==> src/hdl/signed_radix_to_ascii_assert.svh <==
// Assertion helpers for the RTL. Both expect signals named clk and rst in scope.
`ifndef SIGNED_RADIX_TO_ASCII_ASSERT_SVH
`define SIGNED_RADIX_TO_ASCII_ASSERT_SVH

// The consequent must hold in the same cycle as the antecedent.
`define SRTA_ASSERT_SAME(label, ante, cons, msg) \
  label: assert property (@(posedge clk) disable iff (rst) (ante) |-> (cons)) \
    else $error(msg);

// The consequent must hold in the cycle after the antecedent.
`define SRTA_ASSERT_NEXT(label, ante, cons, msg) \
  label: assert property (@(posedge clk) disable iff (rst) (ante) |=> (cons)) \
    else $error(msg);

`endif

==> src/hdl/srta_pkg.sv <==
package srta_pkg;

  localparam int VALUE_W    = 64;
  localparam int RADIX_W    = 5;
  localparam int DIGIT_W    = 4;
  localparam int CHAR_W     = 8;
  localparam int CNT_W      = 7;
  localparam int CFG_IDX_W  = 2;
  localparam int MAX_DIGITS = 64;
  localparam int MAX_RADIX  = 16;
  localparam int DIGIT_AW   = $clog2(MAX_DIGITS);
  localparam int BIT_CNT_W  = $clog2(VALUE_W);

  localparam logic [RADIX_W-1:0]   RADIX_RESET = RADIX_W'(10);
  localparam logic [CHAR_W-1:0]    MINUS_CHAR  = 8'h2D;

  // Configuration register indexes.
  localparam logic [CFG_IDX_W-1:0] REG_RADIX       = 2'd0;
  localparam logic [CFG_IDX_W-1:0] REG_DIGITS_LOW  = 2'd1;
  localparam logic [CFG_IDX_W-1:0] REG_DIGITS_HIGH = 2'd2;

  typedef enum logic [2:0] {
    ST_IDLE,
    ST_DIV,
    ST_SIGN,
    ST_ADDR,
    ST_DATA
  } state_t;

  // Status from the digit generator to the sequencer.
  typedef struct packed {
    logic               strobe;
    logic               done;
    logic [DIGIT_W-1:0] digit;
  } digit_status_t;

  function automatic logic [CHAR_W-1:0] digit_char(input logic [VALUE_W-1:0] chars_low,
                                                   input logic [VALUE_W-1:0] chars_high,
                                                   input logic [DIGIT_W-1:0] d);
    logic [VALUE_W-1:0] word;
    word = d[DIGIT_W-1] ? chars_high : chars_low;
    return word[{d[DIGIT_W-2:0], 3'b000} +: CHAR_W];
  endfunction

endpackage

==> src/hdl/srta_in_if.sv <==
interface srta_in_if
  import srta_pkg::*;
  ();
  logic                      valid;
  logic                      ready;
  logic signed [VALUE_W-1:0] value;

  modport source (output valid, output value, input ready);
  modport sink (input valid, input value, output ready);
endinterface

==> src/hdl/srta_out_if.sv <==
interface srta_out_if
  import srta_pkg::*;
  ();
  logic              valid;
  logic              ready;
  logic [CHAR_W-1:0] character;
  logic              is_last;
  logic [CNT_W-1:0]  char_count;

  modport source (output valid, output character, output is_last, output char_count,
                  input ready);
  modport sink (input valid, input character, input is_last, input char_count,
                output ready);
endinterface

==> src/hdl/srta_cfg_if.sv <==
interface srta_cfg_if
  import srta_pkg::*;
  ();
  logic                 valid;
  logic                 ready;
  logic [CFG_IDX_W-1:0] index;
  logic [VALUE_W-1:0]   data;

  modport source (output valid, output index, output data, input ready);
  modport sink (input valid, input index, input data, output ready);
endinterface

==> src/hdl/signed_radix_to_ascii.sv <==
// Channel  Role    Payload                          Transfer when
// din      sink    value (64, signed)               din.valid && din.ready
// dout     source  character, is_last, char_count   dout.valid && dout.ready
// cfg      sink    index (2), data (64)             cfg.valid && cfg.ready
//
// Each digit takes a full pass of the bit-serial divider. For a number of D digits
// (at most 63) the sign, if any, is loaded once all digits are divided, and the first
// digit follows it. Output then takes an address state and a data state per digit,
// limited by the registered read of the digit store. rst is synchronous; no clearing
// pass is needed. A stalled dout holds the character register and the sequencer; din
// is taken again once the last character is in the output register.
`include "signed_radix_to_ascii_assert.svh"

module signed_radix_to_ascii
  import srta_pkg::*;
(
  input  logic       clk,
  input  logic       rst,
  srta_in_if.sink    din,
  srta_out_if.source dout,
  srta_cfg_if.sink   cfg
);

  localparam logic [VALUE_W-1:0] MIN_VALUE = {1'b1, {(VALUE_W-1){1'b0}}};
  localparam logic [VALUE_W-1:0] MAX_MAG   = {1'b0, {(VALUE_W-1){1'b1}}};

  logic [RADIX_W-1:0] radix;
  logic [VALUE_W-1:0] digit_chars_low;
  logic [VALUE_W-1:0] digit_chars_high;
  logic [RADIX_W-1:0] eff_radix;

  state_t             state;
  state_t             state_next;
  logic               neg;
  logic [CNT_W-1:0]   k;
  logic [CNT_W-1:0]   count;
  logic [CNT_W-1:0]   limit;
  logic [VALUE_W-1:0] magnitude;
  digit_status_t      dstat;

  logic               div_start;
  logic               mem_we;
  logic               load_sign;
  logic               load_digit;
  logic               slot_free;

  logic [DIGIT_W-1:0] digit_store [MAX_DIGITS];
  logic [DIGIT_W-1:0] rd_data;
  logic [CNT_W-1:0]   rd_index;

  logic               out_valid;
  logic [CHAR_W-1:0]  out_char;
  logic               out_last;
  logic [CNT_W-1:0]   out_count;

  // Configuration registers.
  assign cfg.ready = 1'b1;

  always_ff @(posedge clk) begin
    if (rst) begin
      radix            <= RADIX_RESET;
      digit_chars_low  <= '0;
      digit_chars_high <= '0;
    end else if (cfg.valid) begin
      unique case (cfg.index)
        REG_RADIX:       radix            <= cfg.data[RADIX_W-1:0];
        REG_DIGITS_LOW:  digit_chars_low  <= cfg.data;
        REG_DIGITS_HIGH: digit_chars_high <= cfg.data;
        default: ;
      endcase
    end
  end

  always_comb begin
    priority if (radix < RADIX_W'(2)) begin
      eff_radix = RADIX_W'(2);
    end else if (radix > RADIX_W'(MAX_RADIX)) begin
      eff_radix = RADIX_W'(MAX_RADIX);
    end else begin
      eff_radix = radix;
    end
  end

  // The most negative value is clamped to its neighbour before negation.
  always_comb begin
    priority if (din.value == MIN_VALUE) begin
      magnitude = MAX_MAG;
    end else if (din.value[VALUE_W-1]) begin
      magnitude = ~din.value + 1'b1;
    end else begin
      magnitude = din.value;
    end
  end

  srta_digit_gen u_digit_gen (
    .clk      (clk),
    .rst      (rst),
    .start    (div_start),
    .dividend (magnitude),
    .radix    (eff_radix),
    .status   (dstat)
  );

  assign slot_free = !out_valid || dout.ready;
  assign limit     = CNT_W'(MAX_DIGITS) - CNT_W'(neg);
  assign rd_index  = k - 1'b1;

  // Next state.
  always_comb begin
    state_next = state;
    unique case (state)
      ST_IDLE: begin
        if (din.valid) state_next = ST_DIV;
      end
      ST_DIV: begin
        if (dstat.strobe && dstat.done) state_next = ST_SIGN;
      end
      ST_SIGN: begin
        if (!neg || slot_free) state_next = ST_ADDR;
      end
      ST_ADDR: begin
        state_next = ST_DATA;
      end
      ST_DATA: begin
        if (slot_free) state_next = (k == CNT_W'(1)) ? ST_IDLE : ST_ADDR;
      end
      default: state_next = ST_IDLE;
    endcase
  end

  // Control outputs.
  always_comb begin
    din.ready  = 1'b0;
    div_start  = 1'b0;
    mem_we     = 1'b0;
    load_sign  = 1'b0;
    load_digit = 1'b0;
    unique case (state)
      ST_IDLE: begin
        din.ready = 1'b1;
        div_start = din.valid;
      end
      ST_DIV: begin
        // Digits beyond the limit are dropped, keeping the least significant.
        mem_we = dstat.strobe && (k < limit);
      end
      ST_SIGN: begin
        load_sign = neg && slot_free;
      end
      ST_ADDR: ;
      ST_DATA: begin
        load_digit = slot_free;
      end
      default: ;
    endcase
  end

  always_ff @(posedge clk) begin
    if (rst) begin
      state <= ST_IDLE;
      neg   <= 1'b0;
      k     <= '0;
      count <= '0;
    end else begin
      state <= state_next;
      if (div_start) begin
        neg   <= din.value[VALUE_W-1];
        k     <= '0;
        count <= '0;
      end else if (mem_we) begin
        k <= k + 1'b1;
      end else if (load_sign) begin
        count <= count + 1'b1;
      end else if (load_digit) begin
        k     <= k - 1'b1;
        count <= count + 1'b1;
      end
    end
  end

  // Digit store, least significant digit at entry zero.
  always_ff @(posedge clk) begin
    if (mem_we) digit_store[k[DIGIT_AW-1:0]] <= dstat.digit;
    rd_data <= digit_store[rd_index[DIGIT_AW-1:0]];
  end

  // Output register.
  always_ff @(posedge clk) begin
    if (rst) begin
      out_valid <= 1'b0;
    end else if (load_sign || load_digit) begin
      out_valid <= 1'b1;
    end else if (dout.ready) begin
      out_valid <= 1'b0;
    end
  end

  always_ff @(posedge clk) begin
    if (load_sign) begin
      out_char  <= MINUS_CHAR;
      out_last  <= 1'b0;
      out_count <= count + 1'b1;
    end else if (load_digit) begin
      out_char  <= digit_char(digit_chars_low, digit_chars_high, rd_data);
      out_last  <= (k == CNT_W'(1));
      out_count <= count + 1'b1;
    end
  end

  assign dout.valid      = out_valid;
  assign dout.character  = out_char;
  assign dout.is_last    = out_last;
  assign dout.char_count = out_count;

  `SRTA_ASSERT_SAME(a_strobe_in_div, dstat.strobe, state == ST_DIV, "digit outside division")
  `SRTA_ASSERT_NEXT(a_sign_first, load_sign, out_valid && out_count == CNT_W'(1), "sign not first")
  `SRTA_ASSERT_SAME(a_data_has_digit, state == ST_DATA, k != '0, "read with no digit left")
  `SRTA_ASSERT_SAME(a_store_bound, mem_we, k < CNT_W'(MAX_DIGITS), "digit store overrun")

endmodule

==> src/hdl/srta_digit_gen.sv <==
// Bit-serial restoring division: one quotient bit per cycle while busy, and a digit is
// ready once all VALUE_W dividend bits are shifted in. Divisions repeat on the quotient until it reaches zero.
module srta_digit_gen
  import srta_pkg::*;
(
  input  logic                 clk,
  input  logic                 rst,
  input  logic                 start,
  input  logic [VALUE_W-1:0]   dividend,
  input  logic [RADIX_W-1:0]   radix,
  output digit_status_t        status
);

  localparam logic [BIT_CNT_W-1:0] BIT_LAST = BIT_CNT_W'(VALUE_W - 1);

  logic                 busy;
  logic [VALUE_W-1:0]   mag;
  logic [DIGIT_W-1:0]   rem;
  logic [BIT_CNT_W-1:0] bit_cnt;
  logic                 q_nz;
  logic [RADIX_W-1:0]   divisor;

  logic [RADIX_W-1:0]   trial;
  logic                 ge;
  logic [RADIX_W-1:0]   diff;
  logic [DIGIT_W-1:0]   rem_next;
  logic                 q_nz_next;
  logic                 digit_end;

  always_comb begin
    trial     = {rem, mag[VALUE_W-1]};
    ge        = (trial >= divisor);
    diff      = trial - divisor;
    rem_next  = ge ? diff[DIGIT_W-1:0] : trial[DIGIT_W-1:0];
    q_nz_next = q_nz | ge;
    digit_end = busy && (bit_cnt == BIT_LAST);
  end

  assign status.strobe = digit_end;
  assign status.done   = !q_nz_next;
  assign status.digit  = rem_next;

  always_ff @(posedge clk) begin
    if (rst) begin
      busy    <= 1'b0;
      bit_cnt <= '0;
      rem     <= '0;
      q_nz    <= 1'b0;
    end else if (start) begin
      busy    <= 1'b1;
      bit_cnt <= '0;
      rem     <= '0;
      q_nz    <= 1'b0;
    end else if (busy) begin
      bit_cnt <= bit_cnt + 1'b1;
      if (digit_end) begin
        // The quotient now sits in mag; divide it again unless it is zero.
        rem  <= '0;
        q_nz <= 1'b0;
        busy <= q_nz_next;
      end else begin
        rem  <= rem_next;
        q_nz <= q_nz_next;
      end
    end
  end

  always_ff @(posedge clk) begin
    if (start) begin
      mag     <= dividend;
      divisor <= radix;
    end else if (busy) begin
      mag <= {mag[VALUE_W-2:0], ge};
    end
  end

endmodule

==> src/flat_wrapper.sv <==
// flat-port wrapper written by rule: the top's interface ports become plain ports
module signed_radix_to_ascii_flat import srta_pkg::*;
  (clk, rst, din_valid, din_value, din_ready, dout_valid, dout_character, dout_is_last, dout_char_count, dout_ready, cfg_valid, cfg_index, cfg_data, cfg_ready);
  srta_in_if din_i ();
  srta_out_if dout_i ();
  srta_cfg_if cfg_i ();
  input  logic clk;
  input  logic rst;
  input wire logic [$bits(din_i.valid)-1:0] din_valid;
  input wire logic [$bits(din_i.value)-1:0] din_value;
  output wire logic [$bits(din_i.ready)-1:0] din_ready;
  output wire logic [$bits(dout_i.valid)-1:0] dout_valid;
  output wire logic [$bits(dout_i.character)-1:0] dout_character;
  output wire logic [$bits(dout_i.is_last)-1:0] dout_is_last;
  output wire logic [$bits(dout_i.char_count)-1:0] dout_char_count;
  input wire logic [$bits(dout_i.ready)-1:0] dout_ready;
  input wire logic [$bits(cfg_i.valid)-1:0] cfg_valid;
  input wire logic [$bits(cfg_i.index)-1:0] cfg_index;
  input wire logic [$bits(cfg_i.data)-1:0] cfg_data;
  output wire logic [$bits(cfg_i.ready)-1:0] cfg_ready;
  assign din_i.valid = din_valid;
  assign din_i.value = din_value;
  assign din_ready = din_i.ready;
  assign dout_valid = dout_i.valid;
  assign dout_character = dout_i.character;
  assign dout_is_last = dout_i.is_last;
  assign dout_char_count = dout_i.char_count;
  assign dout_i.ready = dout_ready;
  assign cfg_i.valid = cfg_valid;
  assign cfg_i.index = cfg_index;
  assign cfg_i.data = cfg_data;
  assign cfg_ready = cfg_i.ready;
  signed_radix_to_ascii u_core (.clk(clk), .rst(rst), .din(din_i), .dout(dout_i), .cfg(cfg_i));
endmodule
==> config.mk <==
export PLATFORM = sky130hd
export DESIGN_NAME = signed_radix_to_ascii_flat
export DESIGN_NICKNAME = d
export VERILOG_FILES = /design/src/hdl/srta_pkg.sv /design/src/hdl/srta_in_if.sv /design/src/hdl/srta_out_if.sv /design/src/hdl/srta_cfg_if.sv /design/src/hdl/signed_radix_to_ascii.sv /design/src/hdl/srta_digit_gen.sv /design/src/flat_wrapper.sv
export VERILOG_INCLUDE_DIRS = /design/src /design/src/hdl
export SDC_FILE = /design/constraint.sdc
export NUM_CORES = 1
export LEC_CHECK = 0
export ABC_CLOCK_PERIOD_IN_PS = 6400
export BUFFER_PORTS_ARGS = -buffer_cell sky130_fd_sc_hd__buf_2
export CORE_MARGIN = 1
export CORE_UTILIZATION = 35
export CTS_BUF_LIST = sky130_fd_sc_hd__clkbuf_16
export CTS_CLUSTER_DIAMETER = 150
export DETAILED_ROUTE_END_ITERATION = 7
export GPL_ROUTABILITY_DRIVEN = 0
export MAX_ROUTING_LAYER = met4
export SLEW_MARGIN = 20
export SYNTH_ARGS = -nofsm -noshare
export SYNTH_HDL_FRONTEND = slang
export SYNTH_SLANG_ARGS = --single-unit
==> constraint.sdc <==
create_clock -name clk -period 6.4 [get_ports clk]
set_input_delay 0.64 -clock clk [delete_from_list [all_inputs] [get_ports clk]]
set_output_delay 0.64 -clock clk [all_outputs]
set_load 0.02 [all_outputs]
# Yosys cells after proc, flatten, opt, wreduce, memory -nomap -nowiden
# Memories as Yosys holds them, arrays and structs flattened. A register that Yosys moved wholly into a read port is not among the register bits.
# Cells that the tools add are included.
# W data, S select, Z words.
# word_totals
mem_count,1
ramBits,256
input_bits,135
register_bits,249
# memory_table
name,depth,word_bits,rd,rd_clocked_by_memory_dff,write_ports,line_no,text
u_core.digit_store,64,4,1,1,1,signed_radix_to_ascii.sv:47,logic [DIGIT_W-1:0] digit_store [MAX_DIGITS];
# classes
n_addsub,7
mux,32
reduce_logical,24
shifts,1
magnitude_cmp,4
eq_ne,14
bitwise,3
# ops
cell,count
$mux W64,5
$add A64 B1 Y64 const B,1
$eq A64 B64 Y1 const B,1
$not A64 Y64,1
$shiftx A64 B7 Y8,1
$mux W7,5
$pmux W3 S5,1
$add A7 B1 Y7 const B,2
$mux W1,13
$mux W3,4
$reduce_and A2 Y1,5
$mux W4,2
$ne A2 B1 Y1 const B,4
$reduce_bool A2 Y1,4
$eq A7 B1 Y1 const B,1
$lt A7 B7 Y1,1
$sub A7 B1 Y7 const A,1
$sub A7 B1 Y7 const B,1
$add A6 B1 Y6 const B,1
$eq A3 B2 Y1 const B,2
$eq A6 B6 Y1 const B,1
$ge A5 B5 Y1,1
$gt A5 B5 Y1 const B,1
$lt A5 B2 Y1 const B,1
17 further kinds,25

# Depth between registers and ports, before layout
# Gate-level depths: netlist of run 1.
# depth
ltp_word,6
mapped_depth,11
ltp_nobuf,8

# Modules after synthesis
# Synthesis of run 1 repeated with hierarchy kept, for this count alone.
# unflattened
cells_unflattened,1811
area_unflattened_um2,22929.5
# modules_own_cells
module,area_per_inst_um2,seq_area_each_um2,cells_each,instances
signed_radix_to_ascii,19288.5,11200.7,1575,1
srta_digit_gen,3641.0,2312.2,236,1

# Worst setup path before layout of run 1
# OpenSTA, ideal clock, no wires.
# synth_path
path_kind,register to register
start,register u_core.u_digit_gen.divisor[1]
end,memory u_core.digit_store[0][3] (data pin)
arrival_ns,3.720
setup_slack_ns,1.990
t_required_ns,5.710
stages_incl_launch_ff,7
setup_time_ns,0.690
period_less_slack_ns,4.410
cell_sequence,edfxtp_1 > inv_1 > ha_1 > nor2b_1 > o21a_1 > o221a_2 > nor3_1
# synth_rtl
element,line_no,text
from (decl),srta_digit_gen.sv:21,logic [RADIX_W-1:0] divisor;
from (signal assigned),srta_digit_gen.sv:71,divisor <= radix;
to (decl),signed_radix_to_ascii.sv:47,

# Final worst setup path of run 1
# layout_path
start,register u_core.k[0]
end,"memory u_core.digit_store[29][1], enable pin"
# layout_between
elab_chain_len,5
# layout_lines
element,line_no,text
from (decl),signed_radix_to_ascii.sv:35,logic [CNT_W-1:0] k;
from (signal assigned),signed_radix_to_ascii.sv:171,k <= k + 1'b1;
from (signal assigned),signed_radix_to_ascii.sv:175,k <= k - 1'b1;
$lt A7 B7 Y1,signed_radix_to_ascii.sv:145,mem_we = dstat.strobe && (k < limit);
$logic_and A1 B1 Y1,signed_radix_to_ascii.sv:145,
$mux W1,signed_radix_to_ascii.sv:138,unique case (state)
$mux W1,signed_radix_to_ascii.sv:183,if (mem_we) digit_store[k[DIGIT_AW-1:0]] <= dstat.digit;
$mux W1 (not written as such),signed_radix_to_ascii.sv:183,
# Several ways; a longest one is shown, not always the timed one.

==> flow_metrics.tcl, run 1 <==
set metrics [dict create \
    synth_top_area_share_pct 44.0 \
    synth-async-reset-ratio_pct 0 \
    powerDensity_nw_per_um2 272 \
    ys.flop_type "edfxtp_1" \
    fin_setup_tns_ns 0 \
    crit_arrival_ns 3.78 \
    grt_max_degree 87 \
    coreArea_um2 63500 \
    setup_viol 0 \
    min_path_type "in -> reg" \
    die_h_um 256 \
    layout-drive-gt1-share_pct 19.1 \
    clockBufferDepth 3 \
    drtPass1Iterations 7 \
    synth_area_leaders "edfxtp_1 44%, dfxtp_1 16%, mux4_2 10%, nand2_1 6.1%, a21oi_1 4.3%" \
    numCtsBuffers 52 \
    crit_fanout 49 \
    post-route-period-util_pct 55.0 \
    detail_route.wirelength_mm 55.8 \
    syn-cell-area_um2 22600 \
    required_ns 6.65 \
    drc_errors 0 \
    hold_buffers 0 \
    yosys_warnings 0 \
    dp.cells 2816 \
    synth_seq_cells 509 \
    path_clk_slew_ns 0.06 \
    crit_chain "buf_4, nand3_1, nor3_1" \
    postRouteAntennaNets 0 \
    yosysTopAreaCell "edfxtp_1" \
    ir_drop_v 0.000232 \
    start_util_pct 35.6 \
    drv_slew 0 \
    post-route-util_pct 40.8 \
    start_kind "flop" \
    outcome "completed" \
    synth_edf_count 332 \
    ios 154 \
    grt_pass1_vias 15500 \
    clk_latency_ns 0.62 \
    cts_setup_buffers 0 \
    hold_violations 0 \
    fmax_mhz 284 \
    synth_nets 2069 \
    grt_setup_unrepaired "false" \
    clkSinkCount 509 \
    slowest_delay_ns 0.81 \
    num_rows 92 \
    antenna_found_initial 10 \
    ys_types 72 \
    cts_resized 0 \
    cp_slowest_cell "nor3_1" \
    viasPerCell 5.27 \
    cp-end-kind "flop" \
    die_area_um2 65700 \
    critPathKind "reg -> reg" \
    grt_pass1_wl_mm 88.3 \
    syn_avg_cell_area_um2 11.8 \
    die_x_um 256 \
    fin_cells 2924 \
    track_usage_pct 17.4 \
    fin_nets 2177 \
    drv_cap 0 \
    io_buffer_count 152 \
    min_period_ns 3.52 \
    htree_levels 2 \
    synthToLayoutAreaGrowth_pct 14.5 \
    synthCells 1916 \
    clockRootBuffer "clkbuf_16" \
    avgRoutedWirePerCell_um 19.1 \
    post-dp-hpwl_mm 36.4 \
    slew_headroom_pct 35.1 \
    power.leakage_nw 8.58 \
    drtIter0Drc 1021 \
    skew_ns 0.0421 \
    max_slew.worst_pin.slew_ns 0.971 \
    yosysSeqAreaShare_pct 59.7 \
    cts_tree "done" \
    grt_overflow_total 0 \
    dr_total_vias 15400 \
]
-- per-layer routing --
metal / wire length (µm) / global-route usage [%] / vias up
met2: 27800 / 28.7 / 433
met1: 22900 / 21.5 / 7592
met3: 3820 / 3.58 / 92
li1: - / - / 7288
met5: 0 / - / -
met4: 1250 / 5.32 / 0
-- layout make-up --
type	instances	area [µm²]
multi-input cells	1263	8600
repair buffers	176	943
inverters	22	82.6
fillers	5975	37600
diodes	11	27.5
clock buffers	52	1300
well taps	846	1060
flip-flops and latches	509	13500
clock inverters	45	394
-- placed cells by master (no fill, tap or decap), drive strengths merged, types with 25 or more instances in the layout --
| cell type | n |
|---|---|
| inv | 31 |
| clkbuf | 52 |
| xor2 | 63 |
| a21oi | 194 |
| dfxtp | 177 |
| nor2 | 146 |
| edfxtp | 332 |
| nand2 | 367 |
| mux4 | 104 |
| nor3 | 50 |
| clkinv | 25 |
| o21ai | 29 |
| buf | 176 |
| nand3 | 44 |
-- cells in the mapped netlist (8+ instances only) --
cell type  number
a21oi_1       194
a31oi_1        15
buf_1          23
clkbuf_1       91
dfxtp_1       177
edfxtp_1      332
ha_1           17
inv_1          19
mux2i_1        10
mux4_2        104
nand2_1       367
nand2b_1       11
nand3_1        44
nand4_1        19
nor2_1        145
nor2b_1         8
nor3_1         50
nor4_1         16
o21ai_0        28
o31ai_1        20
o41ai_1        11
or3_1          20
or4_1          14
xnor2_1        15
xor2_1         63
-- flip-flops by register name, summed over array words and instances (netlist names), 4 cells and up --
name                        count
u_core.k                        7
u_core.dout.char_count          7
u_core.u_digit_gen.mag         64
u_core.u_digit_gen.rem          4
u_core.radix                    5
u_core.rd_data                  4
u_core.dout.character           8
u_core.digit_chars_low         64
u_core.u_digit_gen.divisor      5
u_core.u_digit_gen.bit_cnt      6
u_core.digit_chars_high        64
u_core.digit_store            256
u_core.count                    7
-- logic make-up (layout without fill, tap and decap cells) --
family	Yosys count	in the layout	synth area share, %
simple gates	731	731	14.4
flops	509	509	59.7
compound gates	319	319	8.40
buf+inv	144	295	2.55
mux	116	116	10.9
xor+xnor	78	78	3.02
fa+ha+maj	18	18	1.03
other cells	1	12	0.0166
-- stage by stage --
| step | setup WS, ns | area (µm²) | power (W) | hold slack, ns |
|---|---|---|---|---|
| 2_1_floorplan | 1.99 | 22600 | 0.00396 | 0.433 |
| 5_1_grt | 2.64 | 25900 | 0.00730 | 0.237 |
| 3_5_place_dp | 2.64 | 24200 | 0.00413 | 0.447 |
| 4_1_cts | 2.85 | 25900 | 0.00712 | 0.228 |
| 3_3_place_gp | 2.77 | 24200 | 0.00412 | 0.438 |
| 6_report | 2.88 | 25900 | 0.00705 | 0.261 |
-- critical path, delay by kind of cell, from the launching register on --
family / cells / cell delay (ns)
buffers and inverters: 1 / 0.78
and+or+nand+nor: 2 / 1.61
DFF: 1 / 0.70
-- where the power goes --
| part | switching, W | internal, W |
|---|---|---|
| Sequential | 0.0000345 | 0.00361 |
| Combinational | 0.000268 | 0.000142 |
| Clock | 0.00130 | 0.00169 |
-- worst paths after layout --
check                                 start  cells past startpoint                          end  slack, ns
setup reg to reg                u_core.k[0]                      3    u_core.digit_store[29][1]       2.88
setup / recovery                u_core.k[0]                      3    u_core.digit_store[29][1]       2.88
hold reg to reg   u_core.digit_chars_low[0]                      2    u_core.digit_chars_low[0]       0.45
hold / removal                 cfg_data[45]                      3  u_core.digit_chars_high[45]       0.26
No activity file was read; power rests on OpenSTA's default activity.
==> inputs of run 2 (changes only) <==
ABC_CLOCK_PERIOD_IN_PS = 3050   (was 6400)
clock period = 3.05 ns   (was 6.4 ns; I/O delays follow)
==> run 2 against run 1 <==
Against the previous run: non-clock buffer count increased by 125; core utilization increased by 2.0 points; first-iteration DRC count increased by 24%; power increased by 110%; critical endpoint is now u_core.digit_store[46][1]; cell count increased by 4.0%; sequential share of layout area decreased by 2.4 points; largest power group unchanged; register-to-register slack got worse by 2.6 ns; sequential power increased by 110%; design area increased by 4.8%.
==> flow_metrics.tcl, run 2 (synthesized netlist as in run 1, its figures left out) <==
set metrics [dict create \
    postRouteAntennaNets 0 \
    clock_power_share_pct 42.3 \
    ir_drop_v 0.000506 \
    met3_length_mm 3.42 \
    final_cell_mix "367 x nand2_1, 332 x edfxtp_1, 194 x a21oi_1" \
    grt_max_degree 144 \
    crit_arrival_ns 3.04 \
    p_seq_share_pct 51.2 \
    crit_fanout 9 \
    track_usage_pct 17.8 \
    antenna_found_initial 4 \
    coreArea_um2 63500 \
    io_buffer_count 152 \
    num_rows 92 \
    avgRoutedWirePerCell_um 18.8 \
    fin_nets 2302 \
    post-dp-hpwl_mm 37.8 \
    max_slew.worst_pin.slew_ns 0.996 \
    post-route-util_pct 42.8 \
    power.leakage_nw 9.18 \
    die_area_um2 65700 \
    start_util_pct 35.6 \
    switchingPower_w 0.00342 \
    largest_reg_flops 256 \
    crit_chain "inv_1, ha_1, a21oi_1, o2111a_1, o21ai_2, or3_1, nor2_1" \
    clockRootBuffer "clkbuf_16" \
    hold_violations 0 \
    detail_route.wirelength_mm 57.3 \
    drtIter0Drc 1269 \
    clockBufferDepth 3 \
    slowest_delay_ns 0.49 \
    synthToLayoutAreaGrowth_pct 20.0 \
    layout-drive-gt1-share_pct 20.7 \
    numCtsBuffers 52 \
    clk_latency_ns 0.62 \
    drc_errors 0 \
    fin_setup_tns_ns 0 \
    switching_share_pct 22.9 \
    cp_slowest_cell "or3_1" \
    die_x_um 256 \
    fmax_mhz 359 \
    total_power_w 0.0149 \
    min_period_ns 2.79 \
    path_clk_slew_ns 0.06 \
    viasPerCell 5.31 \
    drtPass1Iterations 6 \
    dr_total_vias 16100 \
    met2_length_mm 28.4 \
    hold_buffers 65 \
    final_common_cell "nand2_1" \
    placed_cell_area_um2 24800 \
    highest_layer "met4" \
    start_kind "flop" \
    combPwrFrac_pct 6.5 \
    ios 154 \
    slew_headroom_pct 33.5 \
    cts_tree "done" \
    fin_area_um2 27200 \
    outcome "completed" \
    powerDensity_nw_per_um2 549 \
    met1_length_mm 23.9 \
    grt_overflow_total 0 \
    grt_pass1_wl_mm 90.7 \
    die_h_um 256 \
    p_int_w 0.0115 \
    clkSinkCount 509 \
    grt_setup_unrepaired "false" \
    cts_resized 0 \
    grt_pass1_vias 16100 \
    required_ns 3.31 \
    htree_levels 2 \
    hold_ws_ns 0.0998 \
    skew_ns 0.0309 \
    setup_viol 0 \
    drv_slew 0 \
    cts_setup_buffers 0 \
    drv_cap 0 \
    cp-end-kind "flop" \
    critPathKind "reg -> reg" \
    post-route-period-util_pct 91.4 \
    min_path_type "in -> reg" \
]
run 2: cell types whose count changed in the layout (fill, tap and decap cells not counted), moves of 2 or more:
cell,delta
clkbuf_16,+3
buf_12,+11
bufinv_16,-2
buf_4,+49
diode_2,-7
inv_1,-2
clkinv_2,-2
dlygate4sd3_1,+65
clkinvlp_4,+5
clkinvlp_2,-5
clkinv_1,+2
run 2: layer usage:
layer  track usage, %  up-vias
met2             29.1      515
met5                -        -
met4             5.92        0
li1                 -     7540
met3             2.94      115
met1             22.5     7971
run 2: path summary, 6_finish.rpt:
path                                                  from                         end  slack, ns  cells past startpoint
worst max register to register                  u_core.neg   u_core.digit_store[46][1]       0.26                      7
worst max-delay path                            u_core.neg   u_core.digit_store[46][1]       0.26                      7
worst min-delay path                         din_value[48]  u_core.u_digit_gen.mag[48]        0.1                      2
worst min register to register  u_core.digit_chars_low[60]  u_core.digit_chars_low[60]       0.45                      2
run 2: cell type report:
class,count,area (µm²)
multi-input combinational,1263,8600
clock buffer,55,1380
sequential,509,13500
antenna,4,10.0
clock inverter,42,339
tap,846,1060
timing repair buffer,301,2180
fill,5933,36400
inverter,22,86.3
run 2: power by group through the flow:
stage	registers (W)	logic (W)	clock network, W
final	0.00765	0.000964	0.00632
after global routing	0.00767	0.00107	0.00670
after CTS	0.00765	0.000967	0.00645
after detailed placement	0.00780	0.000896	0
after global placement	0.00779	0.000874	0
after floorplan	0.00778	0.000528	0
run 2: critical path: cells and delay by family (launching register included):
family          cells  cell delay, ns
simple gates        2            0.89
compound gates      3            0.61
flops               1            0.44
fa+ha+maj           1            0.35
buf+inv             1            0.15
run 2: through the flow:
step | setup slack, ns | instances
floorplan | 0.0974 | 1916
global placement | 0.0858 | 2876
detailed placement | 0.0452 | 2876
CTS | 0.275 | 3038
global route | 0.0875 | 3042
finish | 0.264 | 3042
==> inputs of run 3 (changes only) <==
PLACE_DENSITY = 0.5   (was not set)
SYNTH_HIERARCHICAL = 1   (was not set)
==> run 3 against run 2 <==
Against the previous run: first-iteration DRC count decreased by 26%; count of clock-buffer cells in the layout is the same; core utilization down 0.47 points; critical path type unchanged; critical endpoint is now u_core/digit_store[20][3]; clock power barely moved; clock skew grew 0.00087 ns; register-to-register slack worse by 0.19 ns; cell count down 3.3%; die area is 1.3% higher; sequential share of layout area down 0.25 points; routed wire length barely moved.
==> flow_metrics.tcl, run 3 <==
set metrics [dict create \
    syn_avg_cell_area_um2 12.7 \
    synth_nets 1964 \
    grt_max_degree 97 \
    fin_nets 2189 \
    synth_common_cells "345 x nand2_1, 332 x edfxtp_1, 177 x dfxtp_1" \
    dr_total_vias 15100 \
    yosys_warnings 6 \
    fin_setup_tns_ns 0 \
    antenna_found_initial 5 \
    met2_length_mm 28.4 \
    ios 154 \
    placed_cell_area_um2 24900 \
    fmax_mhz 336 \
    powerDensity_nw_per_um2 689 \
    viasPerCell 5.13 \
    setup_viol 0 \
    grt_pass1_wl_mm 89.7 \
    ir_drop_v 0.000420 \
    grt_overflow_total 0 \
    synthCells 1811 \
    slowest_delay_ns 0.69 \
    power.leakage_nw 9.45 \
    synth-async-reset-ratio_pct 0 \
    track_usage_pct 17.8 \
    critPathKind "reg -> reg" \
    grt_setup_unrepaired "true" \
    fillCellCount 6063 \
    yosysTopAreaCell "edfxtp_1" \
    drc_errors 0 \
    coreArea_um2 64600 \
    drtIter0Drc 942 \
    min_path_type "in -> reg" \
    num_rows 93 \
    io_buffer_count 152 \
    synthToLayoutAreaGrowth_pct 19.1 \
    detail_route.wirelength_mm 57.3 \
    htree_levels 2 \
    combPwrFrac_pct 19.8 \
    synth_top_area_share_pct 43.5 \
    synth_area_leaders "edfxtp_1 43%, dfxtp_1 15%, mux4_2 12%, nand2_1 5.6%, a21oi_1 3.3%" \
    ys.flop_type "edfxtp_1" \
    layout-drive-gt1-share_pct 25.1 \
    cp_top_family "simple AND/OR/NAND/NOR gates" \
    clkSinkCount 509 \
    clock_power_share_pct 33.4 \
    numCtsBuffers 55 \
    synth_edf_count 332 \
    clk_latency_ns 0.62 \
    drv_slew 0 \
    skew_ns 0.0318 \
    switchingPower_w 0.00518 \
    drv_cap 0 \
    largest_reg_flops 256 \
    switching_share_pct 27.5 \
    avgRoutedWirePerCell_um 19.5 \
    cp_slowest_cell "or4b_1" \
    die_area_um2 66500 \
    critPathBufInv 0 \
    final_cell_mix "344 x nand2_1, 332 x edfxtp_1, 174 x dfxtp_1" \
    drtPass1Iterations 5 \
    p_seq_share_pct 46.8 \
    yosysMostFrequentCell "nand2_1" \
    path_clk_slew_ns 0.06 \
    worst_path_most_repeated_cell "nor2_1" \
    hold_violations 0 \
    ys_types 75 \
    final_common_cell "nand2_1" \
    min_period_ns 2.98 \
    highest_layer "met4" \
    clockRootBuffer "clkbuf_16" \
    crit_chain "ha_1, and4_1, nand2_1, nor2_1, nand3b_1, a211o_1, or4b_1, nor2_1" \
    crit_arrival_ns 3.25 \
    die_h_um 258 \
    crit_fanout 8 \
    fin_cells 2942 \
    dp.cells 2769 \
    required_ns 3.32 \
    post-route-period-util_pct 97.6 \
    syn-cell-area_um2 22900 \
    start_util_pct 35.5 \
    cts_tree "done" \
    die_x_um 258 \
    met3_length_mm 2.50 \
    outcome "completed" \
    synth_seq_cells 509 \
    yosysSeqAreaShare_pct 58.9 \
    grt_pass1_vias 15200 \
    p_int_w 0.0136 \
    met1_length_mm 25.1 \
    max_slew.worst_pin.slew_ns 1.04 \
    fin_area_um2 27300 \
    slew_headroom_pct 30.4 \
    postRouteAntennaNets 0 \
    post-dp-hpwl_mm 37.8 \
    start_kind "flop" \
    clockBufferDepth 3 \
    cp-end-kind "flop" \
]
[run 3: cell types whose count changed after synthesis, sizes merged, moves of 10 or more]
cell,previous run,this run
nor3,50,18
nor2,146,113
nand4,19,9
mux2,2,65
buf,31,43
nand2,367,345
mux4,104,120
clkbuf,91,78
a21oi,194,151
nand3,44,17
[run 3: what timing repair did]
| action | in CTS | in global routing |
|---|---|---|
| endpoints found under the hold margin | 132 | 0 |
| setup endpoints to repair | 0 | 84 |
| hold buffers | 65 | 0 |
| buffers inserted | 0 | 0 |
| gates resized for setup | 0 | 4 |
[run 3: logic make-up after synthesis]
| family | Yosys count | synth area share (%) |
|---|---|---|
| AOI/OAI and AO/OA | 270 | 7.40 |
| xor gates and xnor gates | 63 | 2.41 |
| adders and majority gates | 18 | 1.01 |
| buffers and inverters | 143 | 2.55 |
| DFF | 509 | 58.9 |
| muxes | 200 | 15.6 |
| other | 1 | 0.0164 |
| and+or+nand+nor | 607 | 12.0 |
[run 3: worst paths after layout]
path	startpoint	end	slack, ns	cells past startpoint
max reg2reg	u_core/u_digit_gen/bit_cnt[0]	u_core/digit_store[20][3]	0.07	8
min	dout_ready	u_core/dout.valid	0.13	3
max	u_core/u_digit_gen/bit_cnt[0]	u_core/digit_store[20][3]	0.07	8
min reg2reg	u_core/digit_chars_high[34]	u_core/digit_chars_high[34]	0.45	2
[run 3: power groups by stage]
stage	logic (W)	clock network, W	registers (W)
2_1_floorplan	0.00250	0	0.00884
3_3_place_gp	0.00367	0	0.00896
4_1_cts	0.00380	0.00646	0.00882
3_5_place_dp	0.00372	0	0.00896
6_report	0.00373	0.00629	0.00881
5_1_grt	0.00408	0.00673	0.00889
[run 3: metrics by stage]
stage	hold slack [ns]	setup WS, ns	total power (W)	util, %
after floorplan	0.423	0.0127	0.0113	-
after global placement	0.439	0.0632	0.0126	38.6
after detailed placement	0.446	0.0662	0.0127	38.6
after CTS	0.0908	0.0601	0.0191	42.3
after global routing	0.155	-0.107	0.0197	42.3
final	0.127	0.0726	0.0188	42.3
[run 3: layout make-up]
cell class / instances / area (µm²) / area share [%]
inverter: 22 / 82.6 / 0.302
tap: 855 / 1070 / 3.92
sequential: 509 / 13500 / 49.5
timing repair buffer: 289 / 2070 / 7.57
antenna: 6 / 15.0 / 0.0550
clock buffer: 55 / 1380 / 5.04
clock inverter: 47 / 318 / 1.16
multi-input combinational: 1159 / 8860 / 32.5
[run 3: metal layers]
metal  global-route usage, %  vias up
met2                    29.2      302
met5                       -        -
li1                        -     7189
met4                    5.18        0
met1                    22.8     7518
met3                    2.76       87
[run 3: worst register-to-register path, cell delays in order (launching register included)]
cell and delay, ns:
dfxtp_1 0.37, ha_1 0.20, and4_1 0.28, nand2_1 0.10, nor2_1 0.16, nand3b_1 0.12, a211o_1 0.36, or4b_1 0.69
nor2_1 0.36
